<file path="src/design/krt_pkg.sv">
// Shared types and constants for the keyed record table.
// Holds the request and result structs and the controller/datapath interface.
// No dependencies.
package krt_pkg;

    localparam int DEFAULT_DEPTH = 128;
    localparam int KEY_W         = 32;
    localparam int PAY_W         = 64;
    localparam int STATUS_W      = 3;
    localparam int SLOT_W        = 7;
    localparam int COUNT_W       = 8;

    // Request codes.
    localparam logic [1:0] REQ_INSERT = 2'd0;
    localparam logic [1:0] REQ_RENAME = 2'd1;
    localparam logic [1:0] REQ_DELETE = 2'd2;
    localparam logic [1:0] REQ_SEARCH = 2'd3;

    // Result status codes.
    localparam logic [STATUS_W-1:0] ST_OK       = 3'd0;
    localparam logic [STATUS_W-1:0] ST_DUP      = 3'd1;
    localparam logic [STATUS_W-1:0] ST_FULL     = 3'd2;
    localparam logic [STATUS_W-1:0] ST_NOTFOUND = 3'd3;
    localparam logic [STATUS_W-1:0] ST_INVALID  = 3'd4;

    typedef struct packed {
        logic [1:0]              req_type;
        logic signed [KEY_W-1:0] key;
        logic signed [KEY_W-1:0] new_key;
        logic [PAY_W-1:0]        payload_in;
    } t_req;

    typedef struct packed {
        logic [STATUS_W-1:0] status;
        logic [SLOT_W-1:0]   slot_index;
        logic [PAY_W-1:0]    payload_out;
        logic [COUNT_W-1:0]  entry_count;
    } t_res;

    // Commands from the controller to the datapath.
    typedef struct packed {
        logic capture;
        logic issue;
        logic commit;
        logic load;
    } t_cmd;

    // Status from the datapath to the controller.
    typedef struct packed {
        logic addr_last;
        logic out_free;
    } t_sts;

endpackage

</file>
<file path="src/design/krt_ctrl.sv">
// Sequencer for the keyed record table: accept, scan, decide, fetch, respond.
// Depends on krt_pkg.
module krt_ctrl (
    input  logic          i_clk,
    input  logic          i_rst_n,
    input  logic          i_in_valid,
    output logic          o_in_stall,
    input  krt_pkg::t_sts i_sts,
    output krt_pkg::t_cmd o_cmd
);
    import krt_pkg::*;

    localparam logic [2:0] S_IDLE   = 3'd0;
    localparam logic [2:0] S_SCAN   = 3'd1;
    localparam logic [2:0] S_DRAIN  = 3'd2;
    localparam logic [2:0] S_DECIDE = 3'd3;
    localparam logic [2:0] S_FETCH  = 3'd4;

    logic [2:0] r_state;
    logic [2:0] n_state;

    assign o_in_stall = (r_state != S_IDLE);

    always_comb begin
        n_state       = r_state;
        o_cmd         = '0;
        case (r_state)
            S_IDLE: begin
                if (i_in_valid) begin
                    o_cmd.capture = 1'b1;
                    n_state       = S_SCAN;
                end
            end
            S_SCAN: begin
                o_cmd.issue = 1'b1;
                if (i_sts.addr_last) begin
                    n_state = S_DRAIN;
                end
            end
            S_DRAIN: begin
                n_state = S_DECIDE;
            end
            S_DECIDE: begin
                o_cmd.commit = 1'b1;
                n_state      = S_FETCH;
            end
            S_FETCH: begin
                if (i_sts.out_free) begin
                    o_cmd.load = 1'b1;
                    n_state    = S_IDLE;
                end
            end
            default: begin
                n_state = S_IDLE;
            end
        endcase
    end

    always_ff @(posedge i_clk) begin
        if (!i_rst_n) begin
            r_state <= S_IDLE;
        end else begin
            r_state <= n_state;
        end
    end

endmodule

</file>
<file path="config.mk">
export PLATFORM = sky130hd
export DESIGN_NAME = krt_ctrl
export DESIGN_NICKNAME = d
export VERILOG_FILES = /design/src/design/krt_pkg.sv /design/src/design/krt_ctrl.sv
export SDC_FILE = /design/constraint.sdc
export NUM_CORES = 1
export LEC_CHECK = 0
export ABC_CLOCK_PERIOD_IN_PS = 1450
export BUFFER_PORTS_ARGS = -buffer_cell sky130_fd_sc_hd__buf_4
export CORE_AREA = 2 2 39 41
export DETAILED_ROUTE_END_ITERATION = 16
export DIE_AREA = 0 0 41 43
export PLACE_DENSITY_LB_ADDON = 0.2
export SETUP_SLACK_MARGIN = 0.4
export SLEW_MARGIN = 20
export SYNTH_ARGS = -nofsm -noshare
export SYNTH_HDL_FRONTEND = slang
export SYNTH_SLANG_ARGS = --single-unit
</file>
<file path="constraint.sdc">
create_clock -name i_clk -period 1.45 [get_ports i_clk]
set_input_delay 0.0725 -clock i_clk [delete_from_list [all_inputs] [get_ports i_clk]]
set_output_delay 0.0725 -clock i_clk [all_outputs]
set_load 0.01 [all_outputs]
</file>
# Yosys cells after proc, flatten, opt, wreduce, memory -nomap -nowiden

Index checks and enable logic that the tools add are counted.

Register bits: 3
Logic and storage cells: 21

Equal/unequal tests: 7
Muxes and demuxes: 10
Reduce and logical (&&, ||, !) cells: 3

Operators with widths:

| kind               | number |
|---|---|
| $pmux 3 s5         | 1 |
| $mux 3             | 3 |
| $eq 3x2->1 const B | 2 |
| $mux 1             | 6 |
| $ne 2x2->1 const B | 3 |
| $eq 3x1->1 const B | 1 |
| $eq 3x3->1 const B | 1 |
| $logic_not 3->1    | 1 |
| $reduce_and 3->1   | 1 |
| $reduce_bool 3->1  | 1 |

# Longest topological paths before layout

Depth in word-level cells: 3
Mapped depth: 4
Mapped depth without buffers: 3

# Least setup slack after synthesis

No wires, ideal clock.

Path type: register to register
Start: register r_state[0]
End: register r_state[2]
Setup time: 0.124 ns
Arrival: 0.988 ns
Setup slack: 0.338 ns
Stages on the path, launching flop included: 5
Path buffers: 1
Clock period less this slack: 1.112 ns
Cell sequence: dfxtp_1 -> buf_2 -> mux2_2 -> o31ai_1 -> a21oi_1

Longest elaborated chain between the ends: 3

Ends and longest elaborated chain:

| item                               | RTL line       | RTL |
|---|---|---|
| from (decl)                        | krt_ctrl.sv:19 | `logic [2:0] r_state;` |
| from (signal assigned)             | krt_ctrl.sv:63 | `r_state <= n_state;` |
| $eq 3x1->1 (tied with other cells) | krt_ctrl.sv:27 | `case (r_state)` |
| $ne 2x2->1 (no line)               | n/a            |  |
| $reduce_and 3->1 (no line)         | n/a            |  |

Several ways; a longest one is shown, not always the timed one.
A chain may end at the register's enable or synchronous reset.

==> flow_summary.yaml <==
timing:
  slew_headroom_pct: 88.65
  grt_setup_unrepaired: "true"
  fin_crit_ns: 1.217
  final.setup_skew_ns: 0.001399
  drv_slew: 0
  post-route-period-util_pct: 83.96
  hold_viol_final: 0
  tightest_slew_ns: 0.1692
  fin_ws_ns: 0.2326
  setup_viol: 0
  max_freq_mhz: 821.4
  fin_tns_setup_ns: 0
clock_network:
  cts-root-buf: "clkbuf_4"
  hold_buffers: 0
  cts_max_level: 1
  clk_pin_slew_ns: 0.04
  clock_latency_ns: 0.24
  numCtsBuffers: 3
  cts_tree: "built"
  clockBufferDepth: 2
  cts.sinks: 3
synth:
  syn-mean-instance-area_um2: 8.706
  yosysSeqAreaShare_pct: 28.74
  synth.net_count: 29
  ys_types: 18
  synth.most_common_cell: "dfxtp_1"
  synth_edf_count: 0
  synth_area_leaders: "dfxtp_1, mux2i_1, nor3b_1, and4bb_2, mux2_2"
  yosysWarningCount: 0
  yosys.area.top_type: "dfxtp_1"
  ys_seq_elements: 3
  synth_area_um2: 209.0
  synthCells: 24
  async_flop_share_pct: 0
  synth_top_area_share_pct: 28.74
  synthTopCellsByCount: "dfxtp_1, buf_2, mux2i_1, nor2_1, nor3b_1"
  ys_dominant_reg_cell: "dfxtp_1"
pwr:
  power.leakage_nw: 0.1634
  peakVddDrop_mv: 0.2596
  p_per_area_nw_per_um2: 1144
drt:
  wl_um: 510
  drc_errors: 0
  drt_iter0_drc: 0
  final_antenna_net_count: 0
  wl_per_cell_um: 9.623
  dr_total_vias: 215
  drtPass1Iterations: 1
  viasPerCell: 4.057
layout:
  fillers: 150
  largest_register_ffs: 3
  layout-drive-gt1-share_pct: 64.86
  largest_register: "r_state"
  n_antenna_cell: 0
  syn2layout_area_growth_pct: 73.05
  nets: 43
  reg_top3: "r_state (3)"
die:
  fp.dieW_um: 41
  core-area_um2: 1384
  ios: 10
  initial_core_util_pct: 15.10
  die_y_um: 43
  die_area_um2: 1763
  row_count: 14
global_routing:
  grt_max_degree: 10
  gr-total-overflow: 0
  grt_pass1_wl_um: 821
  antenna_found_initial: 0
  grt_pass1_vias: 199
  groute.usage.overall_pct: 8.149
worst_setup_path:
  endpoint_kind: "primary output"
  path_cells: "or3_4 -> nor2_2 -> buf_4"
  path_class: "reg2out"
  slowest_delay_ns: 0.38
  cp.required_ns: 1.38
  crit_path_start_kind: "register"
  arrival_ns: 1.14
  crit_fanout: 2
  cpMaxStageDelayCell: "or3_4"
outcome:
  outcome: "complete, no violations"
placement:
  numPortBuffers: 9
  gp_congestion: 0.7063
  place_worst_setup_slack_ns: 0.2712
flow_run:
  maxCapViolCount: 0
min_path:
  hold_path_class: "in2reg"
-- worst max-delay path: cells and delay by family, from the launching register on --
family                 cells  cell delay (ns)
flip-flops                 1             0.33
buffers and inverters      1             0.12
AND/OR/NAND/NOR            2             0.46
-- logic make-up after synthesis --
group	share of synthesized area (%)
AND/OR/NAND/NOR	37.73
buffers and inverters	10.18
multiplexers	14.97
flip-flops	28.74
AO/OA/AOI/OAI	8.380
-- report_power, final --
group          leakage (nW)  internal (W)  switching [W]
clock                0.0150      0.000103      0.0000469
sequential           0.0264     0.0000971      0.0000117
combinational         0.122     0.0000933      0.0000613
total                 0.163      0.000294       0.000120
-- worst paths after layout --
path	start	to	depth (start not counted)	slack, ns
setup reg to reg	r_state[0]	r_state[2]	4	0.32
hold reg to reg	r_state[1]	r_state[1]	2	0.60
hold / removal	i_rst_n	r_state[2]	3	0.08
setup / recovery	r_state[0]	o_cmd[3]	3	0.23
-- layer usage --
| metal | up-vias | share of wire (%) | GRT usage [%] | routed length (µm) |
|---|---|---|---|---|
| met5 | - | 0 | 0 | 0 |
| met4 | 0 | 1.8 | 12.00 | 9 |
| met2 | 5 | 56 | 9.063 | 286 |
| met1 | 99 | 39 | 8.091 | 198 |
| met3 | 2 | 2.9 | 4.712 | 15 |
| li1 | 109 | - | - | - |
-- metrics by stage --
stage          hold WS (ns)  cells   power, W  area, µm²  util, %
2_1_floorplan        0.2015     24  0.0001925      221.5        -
3_3_place_gp         0.3365     46  0.0002313      285.3    20.61
3_5_place_dp         0.3419     46  0.0002303      285.3    20.61
4_1_cts             0.07461     52  0.0004163      354.1    25.59
5_1_grt             0.07815     53  0.0004534      361.6    26.13
6_report            0.08066     53  0.0004137      361.6    26.13
-- what timing repair did --
action                                  CTS  global route
endpoints found under the hold margin     0             0
gates resized for setup                   9             0
pin swaps                                 1             2
gates cloned                              0             0
endpoints found under the setup margin    7             7
setup buffers                             2             1
-- layout by cell type (no fill, tap or decap), drive strengths merged --
cell type / instances
buf: 12
o21ai: 1
clkbuf: 4
mux2: 1
and4b: 1
nor2: 2
dfxtp: 3
and4bb: 1
inv: 1
a21oi: 1
nor2b: 1
nand2: 1
and3b: 1
or3b: 1
or3: 1
o31ai: 1
mux2i: 2
nor3b: 2
-- cell type report --
cell class,instances,area (µm²),share of cell area [%]
Timing Repair Buffer,12,93.84,25.95
Tap cell,16,20.02,5.536
Multi-Input combinational cell,17,148.9,41.18
Clock buffer,4,26.28,7.266
Inverter,1,3.754,1.038
Sequential cell,3,68.82,19.03
Note: power is estimated with default switching activity, not from simulation.
